[config.mk]
export PLATFORM = sky130hd
export DESIGN_NAME = utf8_to_code_unit_decoder_core
export DESIGN_NICKNAME = d
export VERILOG_FILES = /design/src/rtl/u8dec_pkg.sv /design/src/rtl/u8dec_front.sv /design/src/rtl/u8dec_queue.sv /design/src/rtl/u8dec_back.sv /design/src/rtl/utf8_to_code_unit_decoder_core.sv
export SDC_FILE = /design/constraint.sdc
export NUM_CORES = 1
export LEC_CHECK = 0
export BUFFER_PORTS_ARGS = -buffer_cell sky130_fd_sc_hd__buf_2
export CORE_UTILIZATION = 25
export CTS_CLUSTER_SIZE = 8
export DETAILED_ROUTE_END_ITERATION = 16
export GPL_TIMING_DRIVEN = 0
export SYNTH_ARGS = -nofsm -noshare
export SYNTH_HDL_FRONTEND = slang
export SYNTH_HIERARCHICAL = 1
export SYNTH_SLANG_ARGS = --single-unit
[constraint.sdc]
create_clock -name i_clk -period 8.9 [get_ports i_clk]
set_input_delay 1.78 -clock i_clk [delete_from_list [all_inputs] [get_ports i_clk]]
set_output_delay 1.78 -clock i_clk [all_outputs]
set_load 0.01 [all_outputs]
[src/rtl/u8dec_pkg.sv]
package u8dec_pkg;

    localparam int unsigned QUEUE_DEPTH = 2;

    localparam logic [20:0] REPL_CHAR    = 21'h00fffd;
    localparam logic [20:0] MAX_SCALAR   = 21'h10ffff;
    localparam logic [20:0] SURR_LOW     = 21'h00d800;
    localparam logic [20:0] SURR_HIGH    = 21'h00dfff;
    localparam logic [20:0] TRAIL_BASE   = 21'h00dc00;
    localparam logic [20:0] SUPP_BASE    = 21'h010000;
    localparam logic [20:0] FLOOR_TWO    = 21'h000080;
    localparam logic [20:0] FLOOR_THREE  = 21'h000800;
    localparam logic [7:0]  CONT_MASK    = 8'h3f;

    // Minimum value class of an open sequence
    localparam logic [1:0] FLOOR_CLS_2B = 2'd0;
    localparam logic [1:0] FLOOR_CLS_3B = 2'd1;
    localparam logic [1:0] FLOOR_CLS_4B = 2'd2;

    // One decoded byte: rep_cnt replacements, then an optional scalar
    typedef struct packed {
        logic [2:0]  rep_cnt;
        logic        has_val;
        logic [20:0] value;
        logic        eot;
    } t_job;

endpackage

[src/rtl/u8dec_front.sv]
module u8dec_front
    import u8dec_pkg::*;
(
    input  logic       i_clk,
    input  logic       i_rst_n,
    input  logic       i_accept,
    input  logic [7:0] i_byte,
    input  logic       i_eot,
    output logic       o_push,
    output t_job       o_job
);

    logic [1:0]  r_need, n_need;
    logic [1:0]  r_taken, n_taken;
    logic [20:0] r_pv, n_pv;
    logic [1:0]  r_floor, n_floor;

    logic        is_cont;
    logic        do_lead;
    logic [20:0] v;
    logic [1:0]  tk;
    logic [20:0] flo;
    logic        bad;
    t_job        job;

    assign is_cont = (i_byte[7:6] == 2'b10);

    always_comb begin
        case (r_floor)
            FLOOR_CLS_2B: flo = FLOOR_TWO;
            FLOOR_CLS_3B: flo = FLOOR_THREE;
            default:      flo = SUPP_BASE;
        endcase
    end

    always_comb begin
        job     = '0;
        n_need  = r_need;
        n_taken = r_taken;
        n_pv    = r_pv;
        n_floor = r_floor;
        do_lead = 1'b1;
        v       = {r_pv[14:0], i_byte[5:0] & CONT_MASK[5:0]};
        tk      = r_taken + 2'd1;
        bad     = (v < flo) || (v > MAX_SCALAR) || ((v >= SURR_LOW) && (v <= SURR_HIGH));

        if (r_need != 2'd0) begin
            if (is_cont) begin
                do_lead = 1'b0;
                n_pv    = v;
                n_taken = tk;
                if (tk >= r_need) begin
                    if (bad) begin
                        job.rep_cnt = 3'd1;
                    end else begin
                        job.has_val = 1'b1;
                        job.value   = v;
                    end
                    n_need  = 2'd0;
                    n_taken = 2'd0;
                    n_pv    = '0;
                    n_floor = FLOOR_CLS_2B;
                end
            end else begin
                // one replacement for the lead and each continuation taken
                job.rep_cnt = {1'b0, r_taken} + 3'd1;
                n_need  = 2'd0;
                n_taken = 2'd0;
                n_pv    = '0;
                n_floor = FLOOR_CLS_2B;
            end
        end

        if (do_lead) begin
            if (i_byte[7] == 1'b0) begin
                job.has_val = 1'b1;
                job.value   = {13'd0, i_byte};
            end else if (i_byte[7:5] == 3'b110) begin
                n_need  = 2'd1;
                n_pv    = {16'd0, i_byte[4:0]};
                n_floor = FLOOR_CLS_2B;
            end else if (i_byte[7:4] == 4'b1110) begin
                n_need  = 2'd2;
                n_pv    = {17'd0, i_byte[3:0]};
                n_floor = FLOOR_CLS_3B;
            end else if (i_byte[7:3] == 5'b11110) begin
                n_need  = 2'd3;
                n_pv    = {18'd0, i_byte[2:0]};
                n_floor = FLOOR_CLS_4B;
            end else begin
                job.rep_cnt = job.rep_cnt + 3'd1;
            end
        end

        if (i_eot) begin
            // flush a truncated sequence at end of text
            if (n_need != 2'd0) begin
                job.rep_cnt = job.rep_cnt + {1'b0, n_taken} + 3'd1;
            end
            n_need  = 2'd0;
            n_taken = 2'd0;
            n_pv    = '0;
            n_floor = FLOOR_CLS_2B;
        end
        job.eot = i_eot;
    end

    assign o_job  = job;
    assign o_push = i_accept && ((job.rep_cnt != 3'd0) || job.has_val);

    always_ff @(posedge i_clk) begin
        if (!i_rst_n) begin
            r_need  <= 2'd0;
            r_taken <= 2'd0;
            r_pv    <= '0;
            r_floor <= FLOOR_CLS_2B;
        end else if (i_accept) begin
            r_need  <= n_need;
            r_taken <= n_taken;
            r_pv    <= n_pv;
            r_floor <= n_floor;
        end
    end

    a_idle_clear: assert property (@(posedge i_clk) disable iff (!i_rst_n)
        (r_need == 2'd0) |-> (r_taken == 2'd0))
        else $error("taken count set with no open sequence");

    a_taken_below_need: assert property (@(posedge i_clk) disable iff (!i_rst_n)
        (r_need != 2'd0) |-> (r_taken < r_need))
        else $error("open sequence already complete");

    a_eot_clears: assert property (@(posedge i_clk) disable iff (!i_rst_n)
        (i_accept && i_eot) |=> (r_need == 2'd0))
        else $error("sequence left open after end of text");

    a_eot_pushes: assert property (@(posedge i_clk) disable iff (!i_rst_n)
        (i_accept && i_eot) |-> o_push)
        else $error("end of text produced no transaction");

endmodule

[src/rtl/u8dec_queue.sv]
module u8dec_queue
    import u8dec_pkg::*;
#(
    parameter int unsigned DEPTH = QUEUE_DEPTH
) (
    input  logic i_clk,
    input  logic i_rst_n,
    input  logic i_push,
    input  t_job i_job,
    input  logic i_pop,
    output logic o_full,
    output logic o_empty,
    output t_job o_head
);

    localparam int unsigned AW = (DEPTH > 1) ? $clog2(DEPTH) : 1;
    localparam int unsigned CW = $clog2(DEPTH + 1);
    localparam logic [AW-1:0] LAST_PTR = AW'(DEPTH - 1);
    localparam logic [CW-1:0] FULL_CNT = CW'(DEPTH);

    t_job          r_mem [DEPTH];
    logic [AW-1:0] r_wr_ptr;
    logic [AW-1:0] r_rd_ptr;
    logic [CW-1:0] r_count;

    assign o_full  = (r_count == FULL_CNT);
    assign o_empty = (r_count == '0);
    assign o_head  = r_mem[r_rd_ptr];

    always_ff @(posedge i_clk) begin
        if (i_push) begin
            r_mem[r_wr_ptr] <= i_job;
        end
    end

    always_ff @(posedge i_clk) begin
        if (!i_rst_n) begin
            r_wr_ptr <= '0;
            r_rd_ptr <= '0;
            r_count  <= '0;
        end else begin
            if (i_push) begin
                r_wr_ptr <= (r_wr_ptr == LAST_PTR) ? '0 : r_wr_ptr + AW'(1);
            end
            if (i_pop) begin
                r_rd_ptr <= (r_rd_ptr == LAST_PTR) ? '0 : r_rd_ptr + AW'(1);
            end
            if (i_push && !i_pop) begin
                r_count <= r_count + CW'(1);
            end else if (i_pop && !i_push) begin
                r_count <= r_count - CW'(1);
            end
        end
    end

    a_no_overflow: assert property (@(posedge i_clk) disable iff (!i_rst_n)
        !(i_push && !i_pop && o_full))
        else $error("push into full queue");

    a_no_underflow: assert property (@(posedge i_clk) disable iff (!i_rst_n)
        !(i_pop && o_empty))
        else $error("pop from empty queue");

    a_count_range: assert property (@(posedge i_clk) disable iff (!i_rst_n)
        r_count <= FULL_CNT)
        else $error("queue count out of range");

endmodule

[src/rtl/u8dec_back.sv]
module u8dec_back
    import u8dec_pkg::*;
(
    input  logic        i_clk,
    input  logic        i_rst_n,
    input  logic        i_mode16,
    input  logic        i_empty,
    input  t_job        i_head,
    output logic        o_pop,
    output logic        o_valid,
    input  logic        i_ready,
    output logic [20:0] o_code,
    output logic        o_rep,
    output logic        o_last,
    output logic        o_done
);

    logic [1:0]  r_idx;
    logic        r_out_valid;
    logic [20:0] r_out_code;
    logic        r_out_rep;
    logic        r_out_last;
    logic        r_out_done;

    logic        adv;
    logic        emit;
    logic        split;
    logic [2:0]  total;
    logic [2:0]  idx_ext;
    logic [20:0] off;
    logic [20:0] hi_unit;
    logic [20:0] lo_unit;
    logic [20:0] unit;
    logic        unit_rep;
    logic        unit_last;

    assign adv     = !r_out_valid || i_ready;
    assign emit    = adv && !i_empty;
    assign split   = i_mode16 && i_head.has_val && (i_head.value[20:16] != 5'd0);
    assign total   = i_head.rep_cnt + {2'd0, i_head.has_val} + {2'd0, split};
    assign idx_ext = {1'b0, r_idx};
    assign off     = i_head.value - SUPP_BASE;
    assign hi_unit = SURR_LOW + {11'd0, off[19:10]};
    assign lo_unit = TRAIL_BASE + {11'd0, off[9:0]};

    always_comb begin
        unit_rep = 1'b0;
        if (idx_ext < i_head.rep_cnt) begin
            unit     = REPL_CHAR;
            unit_rep = 1'b1;
        end else if (split && (idx_ext == i_head.rep_cnt)) begin
            unit = hi_unit;
        end else if (split) begin
            unit = lo_unit;
        end else begin
            unit = i_head.value;
        end
    end

    assign unit_last = (idx_ext == total - 3'd1);
    assign o_pop     = emit && unit_last;

    always_ff @(posedge i_clk) begin
        if (emit) begin
            r_out_code <= unit;
            r_out_rep  <= unit_rep;
            r_out_last <= unit_last;
            r_out_done <= unit_last && i_head.eot;
        end
    end

    always_ff @(posedge i_clk) begin
        if (!i_rst_n) begin
            r_idx       <= 2'd0;
            r_out_valid <= 1'b0;
        end else begin
            if (adv) begin
                r_out_valid <= !i_empty;
            end
            // advance through the units of the head transaction
            if (emit) begin
                r_idx <= unit_last ? 2'd0 : r_idx + 2'd1;
            end
        end
    end

    assign o_valid = r_out_valid;
    assign o_code  = r_out_code;
    assign o_rep   = r_out_rep;
    assign o_last  = r_out_last;
    assign o_done  = r_out_done;

    a_idx_wraps: assert property (@(posedge i_clk) disable iff (!i_rst_n)
        o_pop |=> (r_idx == 2'd0))
        else $error("unit index not cleared after pop");

    a_rep_code: assert property (@(posedge i_clk) disable iff (!i_rst_n)
        (r_out_valid && r_out_rep) |-> (r_out_code == REPL_CHAR))
        else $error("replacement flag on a non-replacement unit");

    a_done_is_last: assert property (@(posedge i_clk) disable iff (!i_rst_n)
        (r_out_valid && r_out_done) |-> r_out_last)
        else $error("text end not on last unit of its byte");

    a_idx_in_job: assert property (@(posedge i_clk) disable iff (!i_rst_n)
        !i_empty |-> (idx_ext < total))
        else $error("unit index beyond transaction length");

endmodule

[src/rtl/utf8_to_code_unit_decoder_core.sv]
// UTF-8 to code unit decoder.
// Input stream: one byte of UTF-8 text per transaction in s_axis_tdata[7:0], with
// s_axis_tlast on the final byte of a text. Output stream: one code unit per
// transaction in m_axis_tdata[20:0]; m_axis_tlast marks the final unit caused by
// an input byte, m_axis_tuser[0] flags a U+FFFD produced for malformed input and
// m_axis_tuser[1] marks the final unit of the whole text.
// i_cfg_we / i_cfg_wdata select 16-bit units with surrogate pairs (1, the reset
// value) or unsplit 21-bit scalars (0); write it only while the block is idle.
// An accepted byte goes to the job queue between decoder and unit sequencer, then
// its units pass through the output register. The block takes one byte per cycle
// and emits one code unit per cycle while m_axis_tready is high; a byte yields up
// to four units, sent one by one; s_axis_tready drops only when the queue is full.
// A byte that merely opens or extends a sequence yields no unit.
// Reset clears the decoder state, the queue and the output valid flag and restores
// 16-bit mode. When m_axis_tready is low the output register holds its unit, the
// queue fills behind it and then input is stalled; nothing is dropped.
module utf8_to_code_unit_decoder_core
    import u8dec_pkg::*;
#(
    parameter int unsigned QDEPTH = QUEUE_DEPTH
) (
    input  logic        i_clk,
    input  logic        i_rst_n,
    input  logic        i_cfg_we,
    input  logic        i_cfg_wdata,
    input  logic        s_axis_tvalid,
    output logic        s_axis_tready,
    input  logic [7:0]  s_axis_tdata,   // [7:0] text_byte
    input  logic        s_axis_tlast,   // end_of_text
    output logic        m_axis_tvalid,
    input  logic        m_axis_tready,
    output logic [23:0] m_axis_tdata,   // [20:0] code_unit, [23:21] zero
    output logic [1:0]  m_axis_tuser,   // [0] is_replacement, [1] text_done
    output logic        m_axis_tlast    // last_of_run
);

    logic        r_unit_width_mode;
    logic        accept;
    logic        push;
    logic        pop;
    logic        q_full;
    logic        q_empty;
    t_job        front_job;
    t_job        head_job;
    logic [20:0] code;
    logic        rep;
    logic        done;

    always_ff @(posedge i_clk) begin
        if (!i_rst_n) begin
            r_unit_width_mode <= 1'b1;
        end else if (i_cfg_we) begin
            r_unit_width_mode <= i_cfg_wdata;
        end
    end

    assign s_axis_tready = !q_full;
    assign accept        = s_axis_tvalid && s_axis_tready;

    u8dec_front u_front (
        .i_clk    (i_clk),
        .i_rst_n  (i_rst_n),
        .i_accept (accept),
        .i_byte   (s_axis_tdata),
        .i_eot    (s_axis_tlast),
        .o_push   (push),
        .o_job    (front_job)
    );

    u8dec_queue #(
        .DEPTH (QDEPTH)
    ) u_queue (
        .i_clk   (i_clk),
        .i_rst_n (i_rst_n),
        .i_push  (push),
        .i_job   (front_job),
        .i_pop   (pop),
        .o_full  (q_full),
        .o_empty (q_empty),
        .o_head  (head_job)
    );

    u8dec_back u_back (
        .i_clk    (i_clk),
        .i_rst_n  (i_rst_n),
        .i_mode16 (r_unit_width_mode),
        .i_empty  (q_empty),
        .i_head   (head_job),
        .o_pop    (pop),
        .o_valid  (m_axis_tvalid),
        .i_ready  (m_axis_tready),
        .o_code   (code),
        .o_rep    (rep),
        .o_last   (m_axis_tlast),
        .o_done   (done)
    );

    assign m_axis_tdata = {3'b000, code};
    assign m_axis_tuser = {done, rep};

endmodule

-- After elaboration in Yosys (flattened, before gate mapping)
Memories as Yosys holds them, arrays and structs flattened. A register that Yosys moved wholly into a read port is not among the register bits.
Cells that the tools add are included.
- register bits after elaboration: 59
- RAM bits: 52
- bits of input ports: 15
- logic and storage cells: 132
- memories kept: 1
- add/sub/neg operators: 16
- magnitude comparators: 6
- equal/unequal tests: 8
- mux-type cells: 60
- reduce and logical (&&, ||, !) cells: 27
- memories (name ; words ; bits a word ; rd ports ; clocked after Yosys merged registers in ; write ports ; RTL line ; text):
    u_queue.r_mem ; 2 ; 26 ; 1 ; 1 ; 1 ; u8dec_queue.sv:21 ; t_job r_mem [DEPTH];
- operator list (cell ; number):
    21-bit 2-to-1 mux ; 11
    25-bit 2-to-1 mux ; 3
    22-bit 2-to-1 mux ; 3
    2-bit 2-to-1 mux ; 25
    16-bit by 10-bit adder with 17-bit output (first input constant) ; 2
    17-bit one-hot mux with 2 select lines ; 1
    21-bit by 16-bit >= comparator with 1-bit output (second input constant) ; 1
    21-bit > comparator (second input constant) ; 1
    21-bit by 16-bit less-or-equal comparator with 1-bit output (second input constant) ; 1
    21-bit by 17-bit < comparator with 1-bit output ; 1
    3-bit 2-to-1 mux ; 7
    20-bit by 17-bit subtractor with 20-bit output (second input constant) ; 1
    1-bit logical AND ; 11
    1-bit 2-to-1 mux ; 10
    2-bit by 1-bit adder with 2-bit output (second input constant) ; 3
    3-bit by 1-bit adder with 3-bit output ; 2
    3-bit by 1-bit adder with 3-bit output (second input constant) ; 2
    2-bit by 3-bit == test with 1-bit output ; 2
    2-bit nonzero test ; 3
    5-bit == test (second input constant) ; 1
    1-bit logical NOT ; 5
    5-bit nonzero test ; 1
    2-bit == test (second input constant) ; 2
    4-bit == test (second input constant) ; 1
    other kinds (12) ; 17

-- Logic depth before layout (Yosys ltp)
Gate-level depths: netlist of run 1.
- depth in word-level cells: 26
- depth in mapped cells: 18
- depth with buffers taken out: 18

-- By module
Netlist of run 1, hierarchy kept.
- modules (own cells, without submodules) (module ; times used ; cells an instance ; area each (µm²) ; seq. area each (µm²)):
    u8dec_queue ; 1 ; 103 ; 2093.3 ; 1661.6
    u8dec_front ; 1 ; 193 ; 1580.3 ; 420.4
    u8dec_back ; 1 ; 108 ; 1302.5 ; 780.7
    utf8_to_code_unit_decoder_core ; 1 ; 11 ; 85.1 ; 20.0

-- Worst setup path before layout of run 1
OpenSTA, ideal clock, no wires.
- path type: input -> register
- start point: in s_axis_tdata[6]
- end point: mem u_queue/r_mem[0][0] (netlist bit) (enable)
- library setup time: 0.413 ns
- data arrival time: 5.185 ns
- required time: 8.487 ns
- slack: 3.302 ns
- cell stages on the path: 11
- buffers on the path: 1
- path through: nand2b_1 buf_2 a211oi_2 or2_2 a211oi_1 ha_1 a31oi_1 fa_1 mux2i_1 o41a_1 nor2b_1
- RTL lines (item ; RTL line ; text):
    start, declared ; utf8_to_code_unit_decoder_core.sv:28 ; input logic [7:0] s_axis_tdata,
    end, declared ; u8dec_queue.sv:21 ;

==> results of run 1 <==
## final cells by class
type,count,area share [%]
Sequential cell,106,48.8
Tap cell,265,5.61
Clock buffer,9,3.81
Inverter,13,0.826
Buffer,22,2.16
Timing Repair Buffer,41,4.02
Clock inverter,6,0.720
Multi-Input combinational cell,276,34.1
## sequential cells by signal, summed over array words and instances (netlist names), 2 cells and up, named ones only
name	count
u_front/r_floor	2
u_back/o_code	21
u_front/r_pv	15
u_queue/r_mem	52
u_back/r_idx	2
u_front/r_need	2
u_queue/r_count	2
u_front/r_taken	2
## worst max path at each step
stage	from	end	slack (ns)	cells after the start
6_report	s_axis_tdata[6]	u_queue/r_mem[1][20]	3.41	13
5_1_grt	s_axis_tdata[6]	u_queue/r_mem[1][19]	3.04	13
4_1_cts	s_axis_tdata[6]	u_queue/r_mem[1][20]	3.34	13
3_5_place_dp	s_axis_tdata[6]	u_queue/r_mem[1][18]	2.99	13
3_3_place_gp	s_axis_tdata[6]	u_queue/r_mem[0][18]	2.22	13
2_1_floorplan	s_axis_tdata[6]	u_queue/r_mem[0][0]	3.30	11
## Yosys cell counts, drive strengths merged, types with 2 or more instances
| cell | n |
|---|---|
| a211oi | 2 |
| a21boi | 4 |
| a21oi | 9 |
| a22oi | 13 |
| a32oi | 2 |
| and2 | 27 |
| and3 | 7 |
| buf | 13 |
| clkbuf | 9 |
| dfxtp | 30 |
| edfxtp | 76 |
| fa | 2 |
| ha | 12 |
| inv | 13 |
| mux2 | 26 |
| mux2i | 4 |
| nand2 | 37 |
| nand2b | 6 |
| nand3 | 9 |
| nand4 | 3 |
| nor2 | 17 |
| nor2b | 24 |
| nor3 | 6 |
| nor4 | 2 |
| nor4b | 3 |
| o211ai | 5 |
| o21a | 3 |
| o21ai | 10 |
| o22ai | 2 |
| o311ai | 2 |
| o31ai | 2 |
| or2 | 2 |
| or3 | 5 |
| or4 | 4 |
| xnor2 | 7 |
| xor2 | 3 |
## cell families after synthesis
group / count (synthesis) / share of synthesized area, %
AO/OA/AOI/OAI: 64 / 9.96
AND/OR/NAND/NOR: 155 / 17.5
adder cells (fa/ha/maj): 14 / 3.76
XOR/XNOR: 10 / 1.73
buffers and inverters: 35 / 3.49
other: 1 / 0.0741
flip-flops: 106 / 57.0
multiplexers: 30 / 6.58
## per-layer routing
| layer | routed length, um | track usage [%] |
|---|---|---|
| met1 | 4870 | 13.5 |
| met2 | 4610 | 16.9 |
| met3 | 537 | 2.48 |
| met4 | 203 | 5.43 |
| met5 | 0 | 0 |
## worst reg2reg max path, stage by stage (launching register included)
cell,delay [ns]
dfxtp_1,0.43
ha_1,0.31
ha_1,0.37
a211oi_2,0.44
or2_2,0.23
a211oi_1,0.06
ha_1,0.29
a31oi_1,0.12
fa_1,0.44
nor2_1,0.13
xor2_1,0.31
o41a_1,0.24
and2_1,0.94
## per-stage QoR
step | hold WS, ns | power (W) | instances
global placement | 0.479 | 0.00106 | 721
detailed placement | 0.485 | 0.00109 | 723
global route | 0.544 | 0.00153 | 738
CTS | 0.503 | 0.00146 | 738
finish | 0.501 | 0.00144 | 738
floorplan | 0.440 | 0.000956 | 417
## where the power goes
group	internal, W	leakage (nW)	switching [W]
logic	0.000175	0.985	0.000241
clock network	0.000189	0.130	0.000176
registers	0.000636	0.941	0.0000235
total	0.00100	2.06	0.000441
==> flow_summary.json, run 1 <==
{
  "finalCritPeriodShare_pct": 61.7,
  "fin_util_pct": 30.1,
  "io_buffers": 39,
  "postCtsSetupBuffers": 0,
  "worst_slack_ns": 3.41,
  "fillers": 2036,
  "outcome": "completed",
  "wl_mm": 10.2,
  "crit_fanout": 26,
  "fin_setup_tns_ns": 0,
  "start_kind": "input port",
  "synth-seq-area-share_pct": 57.0,
  "required_ns": 8.86,
  "syn_inst": 415,
  "root_buffer": "clkbuf_16",
  "r2r-end": "u_queue/r_mem[1][20]",
  "vias": 3249,
  "powerDensity_mw_per_mm2": 244,
  "ff2ff_setup_slack_ns": 4.20,
  "finClkSkew_ns": 0.00752,
  "overflow": 0,
  "clk_pin_slew_worst_paths_ns": 0.07,
  "diodes": 0,
  "hold_start": "r_unit_width_mode",
  "setup_viol": 0,
  "synth_top_area_share_pct": 45.1,
  "cts_resized": 0,
  "grt_pass1_wl_mm": 16.6,
  "die_y_um": 144,
  "cts_tree": "built",
  "min_period_ns": 5.49,
  "synth-edff-count": 76,
  "gp_congestion": 0.790,
  "drive_above_1_share_pct": 26.6,
  "start_util_pct": 25.8,
  "stdcell_area_mm2": 0.00591,
  "clockBufferDepth": 2,
  "worst_path_most_repeated_cell": "buf_2",
  "yosys_most_used_dff": "edfxtp_1",
  "grt_antenna_before_repair": 0,
  "grt_usage_pct": 10.6,
  "io_pins": 44,
  "finalHoldViolations": 0,
  "synth_top_area_cell": "edfxtp_1",
  "drc": 0,
  "ys_ff_latch": 106,
  "dieArea_mm2": 0.0208,
  "grt_pass1_vias": 3234,
  "firstDrtPassIters": 5,
  "yosys.cell_types.count": 63,
  "syn-mean-instance-area_um2": 12.2,
  "drtIter0Drc": 189,
  "path_class": "input port to flip-flop",
  "clkLatencyLatePin_ns": 0.35,
  "drt-vias-per-instance": 4.40,
  "hold_class": "flip-flop to flip-flop",
  "dp_hpwl_mm": 7.62,
  "multiInputGateArea_mm2": 0.00201,
  "crit_buf_inv": 2,
  "crit_chain": "buf_2 > nand2b_1 > buf_2 > a211oi_2 > or2_2 > a211oi_1 > ha_1 > a31oi_1 > fa_1 > nor2_1 > xor2_1 > o41a_1 > and2_1",
  "h-tree-depth": 3,
  "ant_nets": 0,
  "max_freq_ghz": 0.182,
  "async_reset_ff_share_pct": 0,
  "worstPathArrival_ns": 5.45,
  "hold_end": "r_unit_width_mode",
  "cts_made_buffers": 9,
  "worst_pin_slew_ns": 1.19,
  "wl_per_cell_um": 13.8,
  "whs_path_depth": 2,
  "synthTopCellsByArea": "edfxtp_1, dfxtp_1, mux2_2",
  "area_delta_synth_final_pct": 16.8,
  "r2r_cells": 12,
  "crit_family": "simple AND/OR/NAND/NOR gates",
  "placementRows": 51,
  "final_cell_mix": "edfxtp_1, buf_2, nand2_1",
  "core_area_mm2": 0.0197,
  "cts-hold-fix-buffers": 0,
  "maxCapViolations": 0,
  "rsz0062_at_grt": "false",
  "syn_area_mm2": 0.00506,
  "relSlewSlack_pct": 20.5,
  "finish.net_count": 498,
  "final_common_cell": "edfxtp_1",
  "ys.warnings.count": 6,
  "reg2reg_from": "u_front/r_taken[0]",
  "post-place-ws_ns": 2.99,
  "cts.sinks": 106,
  "leakage_nw": 2.06,
  "peakVddDrop_mv": 0.0813,
  "cp_slowest_cell": "and2_1",
  "end_kind": "flip-flop",
  "slowest_delay_ns": 0.94,
  "regArea_mm2": 0.00288,
  "grt_max_degree": 27,
  "post_dp_cell_area_mm2": 0.00564,
  "final_max_slew_viol_count": 0,
  "die_w_um": 144
}
No activity file was read; power rests on OpenSTA's default activity.
==> run 2, diff against run 1 <==
--- a/config.mk
+++ b/config.mk
@@ -5,6 +5,7 @@
 export SDC_FILE = /design/constraint.sdc
 export NUM_CORES = 1
 export LEC_CHECK = 0
+export ABC_AREA = 1
 export BUFFER_PORTS_ARGS = -buffer_cell sky130_fd_sc_hd__buf_2
 export CORE_UTILIZATION = 25
 export CTS_CLUSTER_SIZE = 8
==> constraint.sdc (replaced) <==
create_clock -name i_clk -period 5.7 [get_ports i_clk]
set_input_delay 1.14 -clock i_clk [delete_from_list [all_inputs] [get_ports i_clk]]
set_output_delay 1.14 -clock i_clk [all_outputs]
set_load 0.01 [all_outputs]
==> run 2 against run 1 <==
  * Clock power increased by 58%
  * Worst hold slack got worse by 0.036 ns
  * Global-route usage decreased by 0.083 points
  * Flip-flop and latch count unchanged
  * Setup slack got worse by 2.5 ns
==> flow_summary.json, run 2 <==
{
  "finClkSkew_ns": 0.00761,
  "clk_pin_slew_worst_paths_ns": 0.07,
  "syn_area_mm2": 0.00544,
  "die_w_um": 150,
  "overflow": 0,
  "die_y_um": 150,
  "yosys.cell_types.count": 40,
  "drtIter0Drc": 207,
  "peakVddDrop_mv": 0.131,
  "area_delta_synth_final_pct": 15.4,
  "yosys_most_used_dff": "edfxtp_1",
  "cts_tree": "built",
  "io_pins": 44,
  "outcome": "completed",
  "placed_cells": 886,
  "crit_chain": "ha_1 > ha_1 > nand2_1 > nand3_1 > o21ai_2 > a21oi_1 > nand2_1 > inv_1 > ha_1 > nor2_1 > a21oi_1 > o21ai_1 > fa_1 > inv_1 > nand3_2 > nand2_1 > inv_1 > nor2_2 > nor2_1 > nand3_1 > nand2_1 > inv_1 > nand2_1 > inv_1",
  "async_reset_ff_share_pct": 0,
  "placementRows": 53,
  "start_util_pct": 25.7,
  "setup_viol": 0,
  "grt_max_degree": 27,
  "ys.warnings.count": 6,
  "drive_above_1_share_pct": 20.1,
  "syn-mean-instance-area_um2": 9.58,
  "hold_class": "flip-flop to flip-flop",
  "min_period_ns": 4.82,
  "worst_pin_slew_ns": 1.01,
  "ys_ff_latch": 106,
  "final_common_cell": "nand2_1",
  "root_buffer": "clkbuf_16",
  "maxCapViolations": 0,
  "gp_congestion": 0.812,
  "final_max_slew_viol_count": 0,
  "largest_register_ffs": 52,
  "worst_slack_ns": 0.884,
  "synthTopCellsByArea": "edfxtp_1, dfxtp_1, nand2_1",
  "instances_no_fill": 902,
  "wl_per_cell_um": 12.5,
  "powerDensity_mw_per_mm2": 353,
  "dp_hpwl_mm": 8.48,
  "drc": 0,
  "finish.net_count": 651,
  "postCtsSetupBuffers": 0,
  "vias": 3837,
  "crit_buf_inv": 5,
  "cts_made_buffers": 9,
  "cp_slowest_cell": "inv_1",
  "relSlewSlack_pct": 32.6,
  "io_buffers": 40,
  "rsz0062_at_grt": "false",
  "post-place-ws_ns": 0.522,
  "crit_fanout": 26,
  "h-tree-depth": 3,
  "clkLatencyLatePin_ns": 0.35,
  "crit_family": "adder cells",
  "stdcell_area_mm2": 0.00628,
  "wl_mm": 11.2,
  "grt_usage_pct": 10.6,
  "required_ns": 5.67,
  "grt_pass1_vias": 3626,
  "dieArea_mm2": 0.0224,
  "core_area_mm2": 0.0212,
  "worstPathArrival_ns": 4.78,
  "finalHoldViolations": 0,
  "clockBufferDepth": 2,
  "synth_top_area_share_pct": 41.9,
  "synth_most_common_cell": "nand2_1",
  "synth-edff-count": 76,
  "cts_resized": 0,
  "grt_antenna_before_repair": 0,
  "synth-seq-area-share_pct": 53.0,
  "end_kind": "flip-flop",
  "largest_register": "u_queue/r_mem",
  "finalCritPeriodShare_pct": 84.5,
  "ant_nets": 0,
  "syn_inst": 568,
  "synth_top_area_cell": "edfxtp_1",
  "slowest_delay_ns": 0.73,
  "leakage_nw": 2.47,
  "grt_pass1_wl_mm": 18.2,
  "post_dp_cell_area_mm2": 0.00601,
  "max_freq_ghz": 0.208,
  "final_cell_mix": "nand2_1, edfxtp_1, inv_1",
  "diodes": 0,
  "cts-hold-fix-buffers": 0,
  "start_kind": "flip-flop",
  "drt-vias-per-instance": 4.25,
  "synthTopCellsByCount": "nand2_1, edfxtp_1, inv_1",
  "path_class": "flip-flop to flip-flop",
  "cts.sinks": 106,
  "firstDrtPassIters": 4
}
-- run 2: cell count changes after synthesis, sizes merged, moves of 6 or more --
cell | previous run | this run
a21oi | 9 | 36
a22oi | 13 | 2
and2 | 27 | 0
and3 | 7 | 0
inv | 13 | 82
nand2 | 37 | 116
nand2b | 6 | 0
nand3 | 9 | 36
nand4 | 3 | 13
nor2 | 17 | 77
nor2b | 24 | 0
nor3 | 6 | 0
o2111ai | 1 | 9
xnor2 | 7 | 0
-- run 2: worst paths after layout --
path / start / to / slack [ns] / cells after the start
setup / recovery: u_front/r_taken[0] / u_queue/r_mem[1][20] / 0.88 / 24
hold / removal: u_front/r_pv[2] / u_front/r_pv[2] / 0.47 / 2
setup reg to reg: u_front/r_taken[0] / u_queue/r_mem[1][20] / 0.88 / 24
hold reg to reg: u_front/r_pv[2] / u_front/r_pv[2] / 0.47 / 2
-- run 2: worst register-to-register path: cells and delay by family, from the launching register on --
| kind | cells | cell delay [ns] |
|---|---|---|
| flops | 1 | 0.45 |
| compound gates | 4 | 0.72 |
| buf+inv | 5 | 1.01 |
| fa+ha+maj | 4 | 1.28 |
| simple gates | 11 | 0.96 |
-- run 2: kinds of logic after synthesis --
family / share of synthesized area [%]
muxes: 6.76
and+or+nand+nor: 20.5
DFF: 53.0
xor gates and xnor gates: 0.483
other: 0.0689
buffers and inverters: 8.60
adders and majority gates: 3.49
AOI/OAI and AO/OA: 7.10
-- run 2: where the power goes --
group,switching [W],internal [W]
registers,0.0000329,0.000981
logic,0.000383,0.000246
clock network,0.000278,0.000298
-- run 2: area by class of cell --
type,count,area [um2]
Timing Repair Buffer,41,215
Clock buffer,10,229
Fill cell,2190,14900
Multi-Input combinational cell,360,2100
Clock inverter,6,40.0
Tap cell,275,344
Sequential cell,106,2880
Inverter,84,315
Buffer,20,153
-- run 2: layer usage --
metal | vias up | GRT usage [%] | routed length, um
li1 | 1998 | - | -
met1 | 1766 | 14.3 | 5530
met2 | 65 | 16.5 | 5130
met3 | 8 | 1.95 | 459
met4 | 0 | 4.23 | 125
met5 | - | 0 | 0
-- run 2: metrics by stage --
stage	setup TNS (ns)	utilization (%)	hold WS, ns	power (W)
final	0	29.7	0.466	0.00222
after global routing	0	29.7	0.488	0.00236
after CTS	0	29.7	0.467	0.00225
after detailed placement	0	28.4	0.457	0.00167
after global placement	-9.64	28.3	0.454	0.00166
after floorplan	0	-	0.439	0.00149
==> run 3, diff against run 2 <==
==> constraint.sdc (replaced) <==
create_clock -name i_clk -period 4.9 [get_ports i_clk]
set_input_delay 0.98 -clock i_clk [delete_from_list [all_inputs] [get_ports i_clk]]
set_output_delay 0.98 -clock i_clk [all_outputs]
set_load 0.01 [all_outputs]
==> run 3 against run 2 <==
  * Design area is 0.90% higher
  * Fmax up 7.4%
  * Wire length up 0.66%
  * Count of clock-buffer cells in the layout is the same
  * Highest routed layer unchanged
==> flow_summary.json, run 3 (same netlist as run 2, synthesis figures left out) <==
{
  "crit_fanout": 18,
  "power_frac_clock_pct": 25.9,
  "die_w_um": 150,
  "grt_usage_pct": 10.6,
  "clk_pin_slew_worst_paths_ns": 0.07,
  "outcome": "completed",
  "fin_util_pct": 30.0,
  "maxCapViolations": 0,
  "worst_pin_slew_ns": 0.900,
  "r2r-end": "u_queue/r_mem[0][20]",
  "dp_hpwl_mm": 8.48,
  "io_buffers": 40,
  "p_sw_w": 0.000813,
  "grt_antenna_before_repair": 0,
  "required_ns": 4.95,
  "finalHoldViolations": 0,
  "internal-power_w": 0.00178,
  "overflow": 0,
  "reg2reg_from": "u_front/r_taken[0]",
  "largest_register_ffs": 52,
  "wl_per_cell_um": 12.5,
  "largest_register": "u_queue/r_mem",
  "die_y_um": 150,
  "setup_viol": 0,
  "rsz0062_at_grt": "false",
  "instances_no_fill": 905,
  "clkLatencyLatePin_ns": 0.35,
  "placementRows": 53,
  "path_class": "flip-flop to flip-flop",
  "relSlewSlack_pct": 39.9,
  "hold_start": "u_front/r_pv[2]",
  "pwr-share-seq_pct": 45.5,
  "cts.sinks": 106,
  "power_frac_comb_pct": 28.7,
  "finalCritPeriodShare_pct": 91.5,
  "core_area_mm2": 0.0212,
  "placed_cells": 886,
  "drive_above_1_share_pct": 20.6,
  "whs_path_depth": 2,
  "ant_nets": 0,
  "peakVddDrop_mv": 0.153,
  "finish.net_count": 654,
  "clockBufferDepth": 2,
  "leakage_nw": 2.48,
  "diodes": 0,
  "io_pins": 44,
  "whs_ns": 0.467,
  "worstPathArrival_ns": 4.53,
  "final_max_slew_viol_count": 0,
  "start_util_pct": 25.7,
  "finClkSkew_ns": 0.00889,
  "cts_tree": "built",
  "ff2ff_setup_slack_ns": 0.42,
  "area_delta_synth_final_pct": 16.4,
  "max_freq_ghz": 0.223,
  "hold_end": "u_front/r_pv[2]",
  "drt-vias-per-instance": 4.25,
  "dieArea_mm2": 0.0224,
  "drc": 0,
  "min_period_ns": 4.48,
  "r2r_cells": 25,
  "cts_made_buffers": 9,
  "grt_max_degree": 27,
  "hold_class": "flip-flop to flip-flop",
  "wl_mm": 11.3,
  "gp_congestion": 0.812,
  "firstDrtPassIters": 5,
  "start_kind": "flip-flop",
  "h-tree-depth": 3,
  "final_cell_mix": "nand2_1, edfxtp_1, inv_1",
  "grt_pass1_vias": 3626,
  "end_kind": "flip-flop",
  "cts-hold-fix-buffers": 0,
  "root_buffer": "clkbuf_16",
  "vias": 3844,
  "grt_pass1_wl_mm": 18.2,
  "final_common_cell": "nand2_1",
  "switching_share_pct": 31.3,
  "powerDensity_mw_per_mm2": 409,
  "drtIter0Drc": 211
}
## run 3: changes by cell type in the layout (fill, tap and decap cells not counted), sizes merged
cell,delta
buf,+2
clkinvlp,+2
inv,-1
## run 3: power groups by stage
| stage | clock (W) | combinational (W) | sequential [W] |
|---|---|---|---|
| final | 0.000672 | 0.000744 | 0.00118 |
| after global routing | 0.000724 | 0.000836 | 0.00119 |
| after CTS | 0.000693 | 0.000742 | 0.00118 |
| after detailed placement | 0 | 0.000739 | 0.00120 |
| after global placement | 0 | 0.000728 | 0.00120 |
| after floorplan | 0 | 0.000512 | 0.00123 |
## run 3: critical path, cell delays in order, from the launching register on
cell and delay [ns]:
dfxtp_1 0.45, ha_1 0.29, ha_1 0.29, nand2_1 0.07, nand3_1 0.20, o21ai_2 0.34, a21oi_1 0.11, nand2_1 0.10
inv_1 0.04, ha_1 0.26, nor2_1 0.05, a21oi_1 0.15, o21ai_1 0.13, fa_1 0.43, inv_1 0.07, nand3_2 0.07
nand2_1 0.06, inv_1 0.05, nor2_2 0.14, nor2_1 0.07, nand3_1 0.08, nand2_1 0.05, inv_1 0.12, inv_1 0.08
nor2_4 0.25, buf_8 0.23
## run 3: how the worst max path moves through the flow
stage,end,startpoint,cells past startpoint
after floorplan,u_queue/r_mem[0][0],s_axis_tdata[7],23
after global placement,u_queue/r_mem[0][16],s_axis_tdata[7],24
after detailed placement,u_queue/r_mem[1][16],s_axis_tdata[7],24
after CTS,u_queue/r_mem[1][20],u_front/r_taken[0],24
after global routing,u_queue/r_mem[0][20],u_front/r_taken[0],25
final,u_queue/r_mem[0][20],u_front/r_taken[0],25
## run 3: repair_timing
action	CTS	global route
hold endpoints to repair	0	0
buffers inserted	0	2
gates resized for setup	0	3
setup endpoints to repair	0	44
## run 3: layout make-up
class	instances	area [um2]
clock inverter	6	40.0
inverter	84	319
tap	275	344
fill	2183	14800
sequential	106	2880
timing repair buffer	43	255
clock buffer	10	229
buffer	20	153
timing repair inverter	1	7.51
multi-input combinational	360	2110
## run 3: routing by layer
metal / global-route usage, % / up-vias / share of wire, %
met1: 14.3 / 1759 / 50
met3: 1.95 / 11 / 3.5
met2: 16.5 / 73 / 45
met5: 0 / - / 0
met4: 4.23 / 0 / 1.4
li1: - / 2001 / -
## run 3: per-stage QoR
step / setup slack (ns) / instance area [um2] / total power, W / setup TNS, ns
2_1_floorplan: 0.223 / 5450 / 0.00174 / 0
3_3_place_gp: -1.01 / 6000 / 0.00193 / -29.02
3_5_place_dp: -0.118 / 6010 / 0.00194 / -3.00
4_1_cts: 0.0359 / 6280 / 0.00262 / 0
5_1_grt: 0.00682 / 6340 / 0.00275 / 0
6_report: 0.416 / 6340 / 0.00259 / 0
